==> src/design/dscp_pkg.sv <==
// Shared widths, payload types and selection codes for the closest point unit.
package dscp_pkg;

  localparam int COORD_BITS  = 16;
  localparam int RADIUS_BITS = 15;
  localparam int DIST_BITS   = 33;

  localparam int DIFF_W = COORD_BITS + 1;           // difference of two coordinates
  localparam int PROD_W = 2 * DIFF_W;               // signed product of two differences
  localparam int LEN_W  = 2 * COORD_BITS + 1;       // squared length, squared distance
  localparam int SQ_W   = 2 * COORD_BITS;           // one squared axis distance
  localparam int R2_W   = 2 * RADIUS_BITS;
  localparam int CMP_W  = (LEN_W > R2_W) ? LEN_W : R2_W;
  localparam int PLO_W  = (LEN_W + 1) / 2;          // low slice of the projection
  localparam int PHI_W  = LEN_W - PLO_W;            // high slice of the projection
  localparam int PLO_PW = COORD_BITS + PLO_W;
  localparam int PHI_PW = COORD_BITS + PHI_W;
  localparam int NUM_W  = COORD_BITS + LEN_W;       // interpolation numerator
  localparam int LANES  = 2;                        // one divider lane per axis

  typedef enum logic [1:0] {
    SEL_START,
    SEL_END,
    SEL_INTERP
  } sel_t;

  typedef struct packed {
    logic signed [COORD_BITS-1:0] center_x;
    logic signed [COORD_BITS-1:0] center_y;
    logic        [RADIUS_BITS-1:0] disc_radius;
    logic signed [COORD_BITS-1:0] seg_start_x;
    logic signed [COORD_BITS-1:0] seg_start_y;
    logic signed [COORD_BITS-1:0] seg_end_x;
    logic signed [COORD_BITS-1:0] seg_end_y;
  } in_req_t;

  typedef struct packed {
    logic signed [COORD_BITS-1:0] near_x;
    logic signed [COORD_BITS-1:0] near_y;
    logic        [DIST_BITS-1:0]  dist_sq;
    logic                         overlap;
  } out_res_t;

  // Per-request data that rides alongside the divider.
  typedef struct packed {
    logic signed [COORD_BITS-1:0] cx;
    logic signed [COORD_BITS-1:0] cy;
    logic signed [COORD_BITS-1:0] sx;
    logic signed [COORD_BITS-1:0] sy;
    logic signed [COORD_BITS-1:0] ex;
    logic signed [COORD_BITS-1:0] ey;
    sel_t                         sel;
    logic                         neg_x;
    logic                         neg_y;
    logic        [R2_W-1:0]       r2;
  } side_t;

  typedef struct packed {
    side_t                  side;
    logic [LEN_W-1:0]       len2;
    logic [LEN_W-1:0]       proj;
    logic [COORD_BITS-1:0]  mag_x;
    logic [COORD_BITS-1:0]  mag_y;
  } div_req_t;

  typedef struct packed {
    side_t                  side;
    logic [COORD_BITS-1:0]  q_x;
    logic [COORD_BITS-1:0]  q_y;
  } div_res_t;

endpackage

==> src/design/dscp_finish.sv <==
// Back stages: closest point, squared distance, overlap and output buffering.
module dscp_finish (
  input  logic               clk,
  input  logic               rst,
  input  logic               div_valid,
  input  dscp_pkg::div_res_t div_data,
  input  logic               out_ready,
  output logic               out_valid,
  output dscp_pkg::out_res_t out_res,
  output logic               adv
);
  import dscp_pkg::*;

  logic signed [COORD_BITS-1:0] nx, ny;

  logic                         f1_v;
  logic signed [COORD_BITS-1:0] f1_nx, f1_ny;
  logic signed [DIFF_W-1:0]     f1_ax, f1_ay;
  logic        [R2_W-1:0]       f1_r2;

  logic                         f2_v;
  logic signed [COORD_BITS-1:0] f2_nx, f2_ny;
  logic signed [PROD_W-1:0]     sqx_full, sqy_full;
  logic        [SQ_W-1:0]       f2_sqx, f2_sqy;
  logic        [R2_W-1:0]       f2_r2;

  logic [LEN_W-1:0] sq_dist;
  out_res_t         res;
  logic             skid_v;
  out_res_t         skid_res;

  assign adv = !skid_v;

  always_comb begin
    unique case (div_data.side.sel)
      SEL_START: begin
        nx = div_data.side.sx;
        ny = div_data.side.sy;
      end
      SEL_END: begin
        nx = div_data.side.ex;
        ny = div_data.side.ey;
      end
      SEL_INTERP: begin
        nx = div_data.side.neg_x ? div_data.side.sx - div_data.q_x
                                 : div_data.side.sx + div_data.q_x;
        ny = div_data.side.neg_y ? div_data.side.sy - div_data.q_y
                                 : div_data.side.sy + div_data.q_y;
      end
      default: begin
        nx = div_data.side.sx;
        ny = div_data.side.sy;
      end
    endcase
  end

  always_ff @(posedge clk) begin
    if (rst) begin
      f1_v <= 1'b0;
      f2_v <= 1'b0;
    end else if (adv) begin
      f1_v <= div_valid;
      f2_v <= f1_v;
    end
  end

  assign sqx_full = PROD_W'(f1_ax) * PROD_W'(f1_ax);
  assign sqy_full = PROD_W'(f1_ay) * PROD_W'(f1_ay);

  always_ff @(posedge clk) begin
    if (adv) begin
      f1_nx  <= nx;
      f1_ny  <= ny;
      f1_ax  <= DIFF_W'(div_data.side.cx) - DIFF_W'(nx);
      f1_ay  <= DIFF_W'(div_data.side.cy) - DIFF_W'(ny);
      f1_r2  <= div_data.side.r2;
      f2_nx  <= f1_nx;
      f2_ny  <= f1_ny;
      f2_sqx <= sqx_full[SQ_W-1:0];
      f2_sqy <= sqy_full[SQ_W-1:0];
      f2_r2  <= f1_r2;
    end
  end

  always_comb begin
    sq_dist     = LEN_W'(f2_sqx) + LEN_W'(f2_sqy);
    res.near_x  = f2_nx;
    res.near_y  = f2_ny;
    res.dist_sq = DIST_BITS'(sq_dist);
    res.overlap = CMP_W'(sq_dist) <= CMP_W'(f2_r2);
  end

  // Output register plus one skid entry; the pipe holds only when the skid is full.
  always_ff @(posedge clk) begin
    if (rst) begin
      out_valid <= 1'b0;
      skid_v    <= 1'b0;
    end else if (!out_valid || out_ready) begin
      out_valid <= skid_v || f2_v;
      skid_v    <= 1'b0;
    end else if (f2_v && !skid_v) begin
      skid_v <= 1'b1;
    end
  end

  always_ff @(posedge clk) begin
    if (!out_valid || out_ready) begin
      out_res <= skid_v ? skid_res : res;
    end
    if (out_valid && !out_ready && !skid_v) begin
      skid_res <= res;
    end
  end

endmodule

==> config.mk <==
export PLATFORM = sky130hd
export DESIGN_NAME = dscp_finish
export DESIGN_NICKNAME = d
export VERILOG_FILES = /design/src/design/dscp_pkg.sv /design/src/design/dscp_finish.sv
export SDC_FILE = /design/constraint.sdc
export NUM_CORES = 2
export LEC_CHECK = 0
export BUFFER_PORTS_ARGS = -buffer_cell sky130_fd_sc_hd__buf_2
export CAP_MARGIN = 20
export CORE_MARGIN = 2
export CORE_UTILIZATION = 58
export CTS_BUF_LIST = sky130_fd_sc_hd__clkbuf_4 sky130_fd_sc_hd__clkbuf_8
export DETAILED_ROUTE_END_ITERATION = 8
export PLACE_DENSITY = 0.89
export SLEW_MARGIN = 20
export SYNTH_ARGS = -nofsm -noshare
export SYNTH_HDL_FRONTEND = slang
export SYNTH_SLANG_ARGS = --single-unit
==> constraint.sdc <==
create_clock -name clk -period 7.85 [get_ports clk]
set_clock_uncertainty 0.15 [all_clocks]
set_input_delay 0.3925 -clock clk [delete_from_list [all_inputs] [get_ports clk]]
set_output_delay 0.3925 -clock clk [all_outputs]
set_load 0.01 [all_outputs]
==> impl_metrics.ini <==
[timing]
hold_viol = 0
maxSlewViolCount = 0
worst_slew_pin_slew_ns = 0.974
fmax_ghz = 0.137
rsz0062_at_grt = no
post-route-period-util_pct = 92.7
relSlewSlack_pct = 34.4
tns_ns = 0
setup_viol = 0
period_needed_ns = 7.28

[critical_path]
crit_type = flop to flop
critPathRequiredTime_ns = 8.12
cp_slowest_stage_delay_ns = 0.82
regToRegSetupSlack_ns = 0.57
path_max_fanout = 20
worstPathCellList = nand2_1 -> inv_1 -> fa_1 -> inv_1 -> fa_1 -> inv_1 -> fa_1 -> fa_1 -> fa_1 -> fa_1 -> ha_1 -> nand3_1 -> or2_2 -> a311o_1 -> a311o_1 -> o21bai_1 -> a21oi_1 -> xor2_1
cp-start-kind = flop
critPathMostFrequentCell = fa_1
slowest_stage = fa_1
worstPathArrival_ns = 7.55
end_kind = flop

[layout]
multiInputGateArea_um2 = 22400
finalNetCount = 4597
final_common_cell = inv_1
layout_common_cells = 756 x inv_1, 517 x fa_1, 352 x edfxtp_1
area_growth_pct = 11.4
drive_gt1_share_pct = 12.1
fillers = 4430
seq_area_um2 = 10700

[synth]
yosys_register_bits = 356
synth_compound_area_share_pct = 7.41
synth_top_family_by_area = adder cells
synth-simple-area-share_pct = 9.06
syn_area_um2 = 36100
synth_mux_area_share_pct = 2.01
syn_inst = 3315
seq_area_frac_synth_pct = 29.5
synthesis.nets = 4290
synthAdderAreaFrac_pct = 38.8
synth_xor_area_share_pct = 4.63
ys_types = 76
synth_edf_count = 352
syn_avg_cell_area_um2 = 10.9
synthFlopType = edfxtp_1
synthArstFlopShare_pct = 0
ys_warn_count = 0

[die]
num_rows = 91
die_h_um = 253
start_util_pct = 58.6
pin_count = 234
die_area_um2 = 64300
core_area_um2 = 61600
die_x_um = 253

[clock_tree]
root_buffer = clkbuf_8
post_cts_resized = 0
clock_latency_ns = 0.69
cts.clk_slew.worst_paths_ns = 0.06
numCtsBuffers = 58
cts_tree = done
clock-sinks = 356
cts.path.max_buffers = 3
cts_max_level = 2

[flow_run]
cap_violations = 0

[place]
dpl.hpwl_um = 67900
portBuffers = 233
place.gp.congestion = 0.943

[drt]
first_iter_violations = 1972
first_pass_iters = 6
via_per_inst = 5.59
wire_per_inst_um = 19.2
num_vias = 25200
drc = 0
wl_um = 86500
drt.antenna.violating_nets = 0

[grt]
grt_max_degree = 144
grt_use_total_pct = 27.9
grt_pass1_vias = 27700
grt_remaining_overflow = 0
antenna_found_initial = 6
grt_pass1_wl_um = 139000

[hold_path]
hp-class = input port to flop

[status]
status = finished, final reports clean
-- layout make-up --
| class | instances | area share (%) |
|---|---|---|
| timing repair buffer | 317 | 4.93 |
| sequential | 356 | 26.5 |
| multi-input combinational | 2132 | 55.6 |
| clock buffer | 74 | 2.33 |
| clock inverter | 32 | 0.970 |
| tap | 837 | 2.60 |
| inverter | 757 | 7.08 |
| antenna | 1 | 0.00622 |
-- metal layers --
layer / global-route usage (%) / wire [um] / vias to the layer above
met4: 12.2 / 3920 / 10
met5: 0 / 64 / -
li1: - / - / 11300
met2: 49.0 / 43300 / 1215
met3: 6.86 / 8060 / 253
met1: 32.4 / 31200 / 12500
-- critical path, delay by kind of cell (launching register included) --
kind            cells  cell delay, ns
compound gates      4            0.93
xor+xnor            1            0.14
fa+ha+maj           7            3.91
flops               1            0.68
buf+inv             3            0.43
simple gates        3            0.73
-- through the flow --
step / util [%] / std cells / worst slack (ns) / area, um^2 / hold WS, ns
after floorplan: - / 3315 / 1.29 / 36100 / 0.250
final: 65.3 / 4506 / 0.572 / 40200 / 0.0489
after CTS: 65.3 / 4504 / 0.598 / 40200 / 0.00540
after global placement: 62.1 / 4333 / 0.943 / 38200 / 0.250
after detailed placement: 62.1 / 4333 / 0.611 / 38200 / 0.255
after global routing: 65.3 / 4506 / 0.235 / 40200 / 0.0309
-- cell usage after synthesis (11+ instances only) --
cell,count,area [um^2]
inv_1,756,2840
fa_1,517,10300
o21bai_1,12,90.1
ha_1,292,3650
and2_1,119,744
o31ai_1,12,90.1
nand2b_1,21,131
mux2_2,61,687
a21o_1,47,353
nor2_1,129,484
nor3_1,35,175
nand2_1,229,860
o21a_1,19,143
xor2_1,34,298
a21oi_1,116,581
xnor2_1,157,1380
o21ai_0,59,295
or3_1,16,100
nand4_1,13,81.3
a31oi_1,11,68.8
a221oi_1,13,114
nand3_1,25,125
and3_1,11,68.8
nor2b_1,46,288
clkbuf_1,67,251
edfxtp_1,352,10600
-- kinds of logic after synthesis --
family,after synthesis
buffers and inverters,827
AOI/OAI and AO/OA,397
xor gates and xnor gates,191
and+or+nand+nor,670
DFF,356
adders and majority gates,809
muxes,65
-- repair_timing --
| action | CTS | global route |
|---|---|---|
| endpoints found under the setup margin | 0 | 0 |
| endpoints found under the hold margin | 58 | 0 |
| buffers inserted | 0 | 0 |
| hold buffers | 65 | 0 |
-- final timing paths --
path                      from          to  depth (start not counted)
setup / recovery      f1_ay[2]  f2_sqy[31]                         18
hold / removal    div_data[90]    f1_nx[8]                          3
setup reg to reg      f1_ay[2]  f2_sqy[31]                         18
hold reg to reg       f1_nx[1]    f2_nx[1]                          0
-- sequential cells by signal, summed over array words and instances (netlist names), 16 cells and up --
signal / flops
f2_sqy: 31
f2_sqx: 31
f2_ny: 16
f2_r2: 30
skid_res: 66
f1_r2: 30
out_res: 66
f1_ny: 16
f2_nx: 16
f1_nx: 16
f1_ax: 17
f1_ay: 17
Power is left out: the tool's default activity adds up to more than one toggle a clock period on the data nets, which glitch-free logic cannot reach.
