[config.mk]
export PLATFORM = sky130hd
export DESIGN_NAME = dscp_setup
export DESIGN_NICKNAME = d
export VERILOG_FILES = /design/src/design/dscp_pkg.sv /design/src/design/dscp_setup.sv
export SDC_FILE = /design/constraint.sdc
export NUM_CORES = 2
export LEC_CHECK = 0
export BUFFER_PORTS_ARGS = -buffer_cell sky130_fd_sc_hd__buf_2
export CORE_ASPECT_RATIO = 2
export CORE_MARGIN = 2
export CORE_UTILIZATION = 60
export CTS_CLUSTER_DIAMETER = 40
export DETAILED_ROUTE_END_ITERATION = 16
export PLACE_DENSITY_LB_ADDON = 0.25
export SLEW_MARGIN = 20
export SYNTH_ARGS = -nofsm -noshare
export SYNTH_HDL_FRONTEND = slang
export SYNTH_SLANG_ARGS = --single-unit
export TNS_END_PERCENT = 100
[constraint.sdc]
create_clock -name clk -period 9.8 [get_ports clk]
set_clock_uncertainty 0.2 [all_clocks]
set_input_delay 2.45 -clock clk [delete_from_list [all_inputs] [get_ports clk]]
set_output_delay 2.45 -clock clk [all_outputs]
set_load 0.02 [all_outputs]
[src/design/dscp_pkg.sv]
// Shared widths, payload types and selection codes for the closest point unit.
package dscp_pkg;

  localparam int COORD_BITS  = 16;
  localparam int RADIUS_BITS = 15;
  localparam int DIST_BITS   = 33;

  localparam int DIFF_W = COORD_BITS + 1;           // difference of two coordinates
  localparam int PROD_W = 2 * DIFF_W;               // signed product of two differences
  localparam int LEN_W  = 2 * COORD_BITS + 1;       // squared length, squared distance
  localparam int SQ_W   = 2 * COORD_BITS;           // one squared axis distance
  localparam int R2_W   = 2 * RADIUS_BITS;
  localparam int CMP_W  = (LEN_W > R2_W) ? LEN_W : R2_W;
  localparam int PLO_W  = (LEN_W + 1) / 2;          // low slice of the projection
  localparam int PHI_W  = LEN_W - PLO_W;            // high slice of the projection
  localparam int PLO_PW = COORD_BITS + PLO_W;
  localparam int PHI_PW = COORD_BITS + PHI_W;
  localparam int NUM_W  = COORD_BITS + LEN_W;       // interpolation numerator
  localparam int LANES  = 2;                        // one divider lane per axis

  typedef enum logic [1:0] {
    SEL_START,
    SEL_END,
    SEL_INTERP
  } sel_t;

  typedef struct packed {
    logic signed [COORD_BITS-1:0] center_x;
    logic signed [COORD_BITS-1:0] center_y;
    logic        [RADIUS_BITS-1:0] disc_radius;
    logic signed [COORD_BITS-1:0] seg_start_x;
    logic signed [COORD_BITS-1:0] seg_start_y;
    logic signed [COORD_BITS-1:0] seg_end_x;
    logic signed [COORD_BITS-1:0] seg_end_y;
  } in_req_t;

  typedef struct packed {
    logic signed [COORD_BITS-1:0] near_x;
    logic signed [COORD_BITS-1:0] near_y;
    logic        [DIST_BITS-1:0]  dist_sq;
    logic                         overlap;
  } out_res_t;

  // Per-request data that rides alongside the divider.
  typedef struct packed {
    logic signed [COORD_BITS-1:0] cx;
    logic signed [COORD_BITS-1:0] cy;
    logic signed [COORD_BITS-1:0] sx;
    logic signed [COORD_BITS-1:0] sy;
    logic signed [COORD_BITS-1:0] ex;
    logic signed [COORD_BITS-1:0] ey;
    sel_t                         sel;
    logic                         neg_x;
    logic                         neg_y;
    logic        [R2_W-1:0]       r2;
  } side_t;

  typedef struct packed {
    side_t                  side;
    logic [LEN_W-1:0]       len2;
    logic [LEN_W-1:0]       proj;
    logic [COORD_BITS-1:0]  mag_x;
    logic [COORD_BITS-1:0]  mag_y;
  } div_req_t;

  typedef struct packed {
    side_t                  side;
    logic [COORD_BITS-1:0]  q_x;
    logic [COORD_BITS-1:0]  q_y;
  } div_res_t;

endpackage

[src/design/dscp_setup.sv]
// Front stages: differences, products, projection and endpoint selection.
module dscp_setup (
  input  logic               clk,
  input  logic               rst,
  input  logic               adv,
  input  logic               in_valid,
  input  dscp_pkg::in_req_t  in_req,
  output logic               setup_valid,
  output dscp_pkg::div_req_t setup_data
);
  import dscp_pkg::*;

  logic                     v1;
  in_req_t                  req1;
  logic signed [DIFF_W-1:0] dx1, dy1, vx1, vy1;

  logic                     v2;
  in_req_t                  req2;
  logic signed [DIFF_W-1:0] dx2, dy2;
  logic signed [PROD_W-1:0] dxx2, dyy2, vdx2, vdy2;
  logic        [R2_W-1:0]   r2_2;

  logic signed [PROD_W-1:0] len2_s, dot_s;
  sel_t                     sel_s;
  logic        [DIFF_W-1:0] abs_x, abs_y;

  always_ff @(posedge clk) begin
    if (rst) begin
      v1          <= 1'b0;
      v2          <= 1'b0;
      setup_valid <= 1'b0;
    end else if (adv) begin
      v1          <= in_valid;
      v2          <= v1;
      setup_valid <= v2;
    end
  end

  // Stage 1: segment direction and start-to-centre vector.
  always_ff @(posedge clk) begin
    if (adv) begin
      req1 <= in_req;
      dx1  <= DIFF_W'(in_req.seg_end_x) - DIFF_W'(in_req.seg_start_x);
      dy1  <= DIFF_W'(in_req.seg_end_y) - DIFF_W'(in_req.seg_start_y);
      vx1  <= DIFF_W'(in_req.center_x) - DIFF_W'(in_req.seg_start_x);
      vy1  <= DIFF_W'(in_req.center_y) - DIFF_W'(in_req.seg_start_y);
    end
  end

  // Stage 2: products.
  always_ff @(posedge clk) begin
    if (adv) begin
      req2 <= req1;
      dx2  <= dx1;
      dy2  <= dy1;
      dxx2 <= PROD_W'(dx1) * PROD_W'(dx1);
      dyy2 <= PROD_W'(dy1) * PROD_W'(dy1);
      vdx2 <= PROD_W'(vx1) * PROD_W'(dx1);
      vdy2 <= PROD_W'(vy1) * PROD_W'(dy1);
      r2_2 <= R2_W'(req1.disc_radius) * R2_W'(req1.disc_radius);
    end
  end

  // Stage 3: sums and endpoint classification.
  always_comb begin
    len2_s = dxx2 + dyy2;
    dot_s  = vdx2 + vdy2;
    priority if (len2_s == '0 || dot_s[PROD_W-1] || dot_s == '0) begin
      sel_s = SEL_START;
    end else if (dot_s >= len2_s) begin
      sel_s = SEL_END;
    end else begin
      sel_s = SEL_INTERP;
    end
    abs_x = dx2[DIFF_W-1] ? DIFF_W'(-dx2) : DIFF_W'(dx2);
    abs_y = dy2[DIFF_W-1] ? DIFF_W'(-dy2) : DIFF_W'(dy2);
  end

  always_ff @(posedge clk) begin
    if (adv) begin
      setup_data.side.cx    <= req2.center_x;
      setup_data.side.cy    <= req2.center_y;
      setup_data.side.sx    <= req2.seg_start_x;
      setup_data.side.sy    <= req2.seg_start_y;
      setup_data.side.ex    <= req2.seg_end_x;
      setup_data.side.ey    <= req2.seg_end_y;
      setup_data.side.sel   <= sel_s;
      setup_data.side.neg_x <= dx2[DIFF_W-1];
      setup_data.side.neg_y <= dy2[DIFF_W-1];
      setup_data.side.r2    <= r2_2;
      setup_data.len2       <= len2_s[LEN_W-1:0];
      setup_data.proj       <= dot_s[LEN_W-1:0];
      setup_data.mag_x      <= abs_x[COORD_BITS-1:0];
      setup_data.mag_y      <= abs_y[COORD_BITS-1:0];
    end
  end

endmodule

==> insert_results.sql <==
INSERT INTO impl_metrics (metric_group, metric, value, unit) VALUES
('outcome', 'status', 'finished, final reports clean', ''),
('global_route', 'grt_overflow', '0', ''),
('synthesis', 'yosysUniqueCellTypes', '83', ''),
('synthesis', 'synth_largest_area_cell', 'sky130_fd_sc_hd__fa_1', ''),
('clocking', 'worst_skew_pair.late_latency', '740', 'ps'),
('setup_path', 'worst-path-max-fanout', '22', ''),
('synthesis', 'seq_area_frac_synth', '27.7', '%'),
('setup_path', 'required', '10090', 'ps'),
('timing', 'post-route-worst-setup-slack', '1580', 'ps'),
('timing', 'tns', '0', 'ps'),
('clocking', 'clock_sink_count', '700', ''),
('synthesis', 'synth.avg_cell_area', '10.9', 'sq um'),
('synthesis', 'synth.yosys.warnings', '0', ''),
('timing', 'setup_viol', '0', ''),
('clocking', 'clk_transition_reported_paths', '70', 'ps'),
('timing', 'final_critical_path_time_including_i_o_delays_and_setup', '8220', 'ps'),
('setup_path', 'timing.setup.critical_path_class', 'register to register', ''),
('clocking', 'clock_tree.htree_level_count', '3', ''),
('finish', 'fillers', '9831', ''),
('timing', 'report.final.slew_viol_count', '0', ''),
('die', 'std_cell_rows', '184', ''),
('placed_design', 'pre_cts_ws', '1700', 'ps'),
('die', 'die-area', '129000', 'sq um'),
('clocking', 'cts_made_buffers', '82', ''),
('placed_design', 'portBuffers', '342', ''),
('setup_path', 'cp_slowest_stage_delay', '1130', 'ps'),
('route', 'wl_per_cell', '21.0', 'um'),
('route', 'drt_wl_total', '190000', 'um'),
('global_route', 'antenna_found_initial', '7', ''),
('route', 'drt-vias-per-instance', '5.57', ''),
('finish', 'multi_input_comb_area', '48100', 'sq um'),
('clocking', 'cts.path.max_buffers', '3', ''),
('timing', 'timing.slew.headroom', '19.5', '%'),
('timing', 'grt_setup_unrepaired', 'false', ''),
('synthesis', 'postSynthCellCount', '6988', ''),
('setup_path', 'crit_path_cell_trace', 'nand2_1, fa_1, inv_1, fa_1, inv_1, fa_1, inv_1, ha_1, fa_1, inv_1, fa_1, inv_1, ha_1, a21o_1, a21o_1, a21o_1, or3_1, o211ai_1, o21ai_1, a2111oi_1, o211ai_1, a31o_2, a21oi_1, xnor2_1', ''),
('route', 'drt_iter0_drc', '2587', ''),
('job', 'maxCapViolCount', '0', ''),
('clocking', 'post_cts_resized', '0', ''),
('timing', 'final.period_utilization', '83.9', '%'),
('synthesis', 'synth.area.top_cells', 'sky130_fd_sc_hd__fa_1, sky130_fd_sc_hd__edfxtp_1, sky130_fd_sc_hd__ha_1', ''),
('route', 'remaining_drc_errors', '0', ''),
('clocking', 'cts_tree', 'built', ''),
('finish', 'area_delta_synth_final', '8.86', '%'),
('synthesis', 'total_standard_cell_area_after_synthesis', '75900', 'sq um'),
('die', 'floorplan.io_pins', '344', ''),
('timing', 'tightestPinTransition', '1210', 'ps'),
('worst_hold_path', 'path_category_of_the_worst_min_delay_check', 'register to register', ''),
('placed_design', 'detailedPlacementHpwl', '155000', 'um'),
('die', 'dieWidth', '255', 'um'),
('route', 'route.antenna.remaining_nets', '0', ''),
('clocking', 'cts_hold_buf', '0', ''),
('die', 'die_height', '507', 'um'),
('placed_design', 'finalWeightedCongestion', '0.963', ''),
('synthesis', 'count_of_flip_flops_with_a_built_in_enable_after_synthesis', '697', ''),
('die', 'initial_utilization', '60.4', '%'),
('finish', 'fin_nets', '9303', ''),
('setup_path', 'dominant_delay_contributor_by_cell_family_on_the_critical_path', 'adder cells', ''),
('clocking', 'root_buffer', 'sky130_fd_sc_hd__clkbuf_16', ''),
('finish', 'area.sequential', '21000', 'sq um'),
('synthesis', 'synth_fp_nets', '8982', ''),
('synthesis', 'ys.flop_type', 'sky130_fd_sc_hd__edfxtp_1', ''),
('timing', 'count_of_final_hold_check_violations', '0', ''),
('route', 'drt_pre_antenna_iters', '5', ''),
('global_route', 'grt_pass1_vias', '56600', ''),
('global_route', 'grt_start_max_net_pins', '164', ''),
('synthesis', 'synth-seq-cells', '700', ''),
('timing', 'clock.fmax', '0.122', 'GHz'),
('setup_path', 'worst_path_max_delay_cell', 'sky130_fd_sc_hd__edfxtp_1', ''),
('global_route', 'grtUsageTotal', '30.3', '%'),
('clocking', 'post-cts-setup-buffers', '0', ''),
('route', 'num_vias', '50500', ''),
('setup_path', 'worstPathArrival', '8510', 'ps'),
('finish', 'final_layout_size_suffix_gt1_share', '8.19', '%'),
('synthesis', 'synthArstFlopShare', '0', '%'),
('setup_path', 'crit_start_category', 'register', ''),
('global_route', 'grt_pass1_wl', '299000', 'um'),
('setup_path', 'cp_num_buf_inv', '5', ''),
('die', 'design.core.area', '126000', 'sq um'),
('synthesis', 'area_fraction_of_the_dominant_cell_type_after_synthesis', '33.4', '%'),
('setup_path', 'cp-end-kind', 'register', '');
Yosys cell counts (7+ instances only):
master	n
sky130_fd_sc_hd__inv_1	1621
sky130_fd_sc_hd__fa_1	1265
sky130_fd_sc_hd__edfxtp_1	697
sky130_fd_sc_hd__ha_1	614
sky130_fd_sc_hd__nand2_1	611
sky130_fd_sc_hd__and2_1	431
sky130_fd_sc_hd__nor2_1	273
sky130_fd_sc_hd__xnor2_1	241
sky130_fd_sc_hd__a21oi_1	176
sky130_fd_sc_hd__clkbuf_1	168
sky130_fd_sc_hd__o21ai_0	117
sky130_fd_sc_hd__a21o_1	100
sky130_fd_sc_hd__xor2_1	72
sky130_fd_sc_hd__nand3_1	50
sky130_fd_sc_hd__nor2b_1	50
sky130_fd_sc_hd__nor3_1	45
sky130_fd_sc_hd__nand2b_1	41
sky130_fd_sc_hd__o21a_1	31
sky130_fd_sc_hd__o21bai_1	29
sky130_fd_sc_hd__a31oi_1	28
sky130_fd_sc_hd__a21boi_0	25
sky130_fd_sc_hd__and3_1	23
sky130_fd_sc_hd__or3_1	21
sky130_fd_sc_hd__or2_2	19
sky130_fd_sc_hd__a211oi_1	16
sky130_fd_sc_hd__a31o_2	15
sky130_fd_sc_hd__nand4_1	14
sky130_fd_sc_hd__nor4_1	14
sky130_fd_sc_hd__o211ai_1	14
sky130_fd_sc_hd__o31ai_1	14
sky130_fd_sc_hd__o2111ai_1	10
sky130_fd_sc_hd__or4_1	9
sky130_fd_sc_hd__mux2i_1	8
sky130_fd_sc_hd__and4_1	7
sky130_fd_sc_hd__nand3b_1	7
logic make-up after synthesis:
family	Yosys count	share of synthesized area [%]
adder cells (fa/ha/maj)	1879	43.5
buffers and inverters	1799	8.90
AND/OR/NAND/NOR	1628	10.5
flip-flops	700	27.7
AO/OA/AOI/OAI	658	5.72
XOR/XNOR	313	3.61
multiplexers	10	0.135
other	1	0.00494
area by class of cell:
cell class                 count  share of cell area (%)
clock buffer                  83                    2.49
tap                         1674                    2.54
timing repair buffer         412                    2.77
multi-input combinational   4489                    58.3
antenna                        4                  0.0121
inverter                    1624                    7.38
clock inverter                69                    1.13
sequential                   700                    25.4
state kept, by name, indices dropped and copies added, names as in the netlist, 29 cells and up:
name,count
vdy2,34
req2,96
req1,111
dyy2,32
r2_2,29
vdx2,34
setup_data,227
dxx2,32
routing by layer:
layer	global-route usage, %	routed length (um)	up-vias
li1	-	-	22500
met1	29.5	59600	25600
met2	57.9	105000	1626
met3	4.03	9010	729
met4	22.5	16500	4
met5	0	28	-
final timing paths:
kind / from / end / slack (ps) / depth (start not counted)
worst min-delay path: req2[40] / setup_data[172] / 210 / 0
worst min register to register: req2[40] / setup_data[172] / 210 / 0
worst max register to register: dx1[8] / dxx2[32] / 1580 / 24
worst max-delay path: dx1[8] / dxx2[32] / 1580 / 24
stage by stage:
| stage | cells | hold slack [ps] | area, sq um | util (%) |
|---|---|---|---|---|
| 6_report | 9055 | 213 | 82600 | 65.7 |
| 5_1_grt | 9054 | 220 | 82600 | 65.7 |
| 4_1_cts | 9051 | 215 | 82600 | 65.7 |
| 3_5_place_dp | 8899 | 205 | 79600 | 63.3 |
| 3_3_place_gp | 8899 | 200 | 79600 | 63.3 |
| 2_1_floorplan | 6988 | 200 | 75900 | - |
cell usage in the layout (no fill, tap or decap), types with 67 or more instances in the layout:
| master | count |
|---|---|
| sky130_fd_sc_hd__xnor2_1 | 241 |
| sky130_fd_sc_hd__xor2_1 | 72 |
| sky130_fd_sc_hd__a21oi_1 | 176 |
| sky130_fd_sc_hd__nor2_1 | 273 |
| sky130_fd_sc_hd__ha_1 | 614 |
| sky130_fd_sc_hd__and2_1 | 431 |
| sky130_fd_sc_hd__buf_2 | 341 |
| sky130_fd_sc_hd__buf_4 | 67 |
| sky130_fd_sc_hd__a21o_1 | 100 |
| sky130_fd_sc_hd__o21ai_0 | 117 |
| sky130_fd_sc_hd__inv_1 | 1621 |
| sky130_fd_sc_hd__clkbuf_16 | 82 |
| sky130_fd_sc_hd__fa_1 | 1265 |
| sky130_fd_sc_hd__edfxtp_1 | 697 |
| sky130_fd_sc_hd__nand2_1 | 611 |
Power is not shown: default switching activity piles up to over one toggle a cycle in this logic, so the estimate is an artifact.
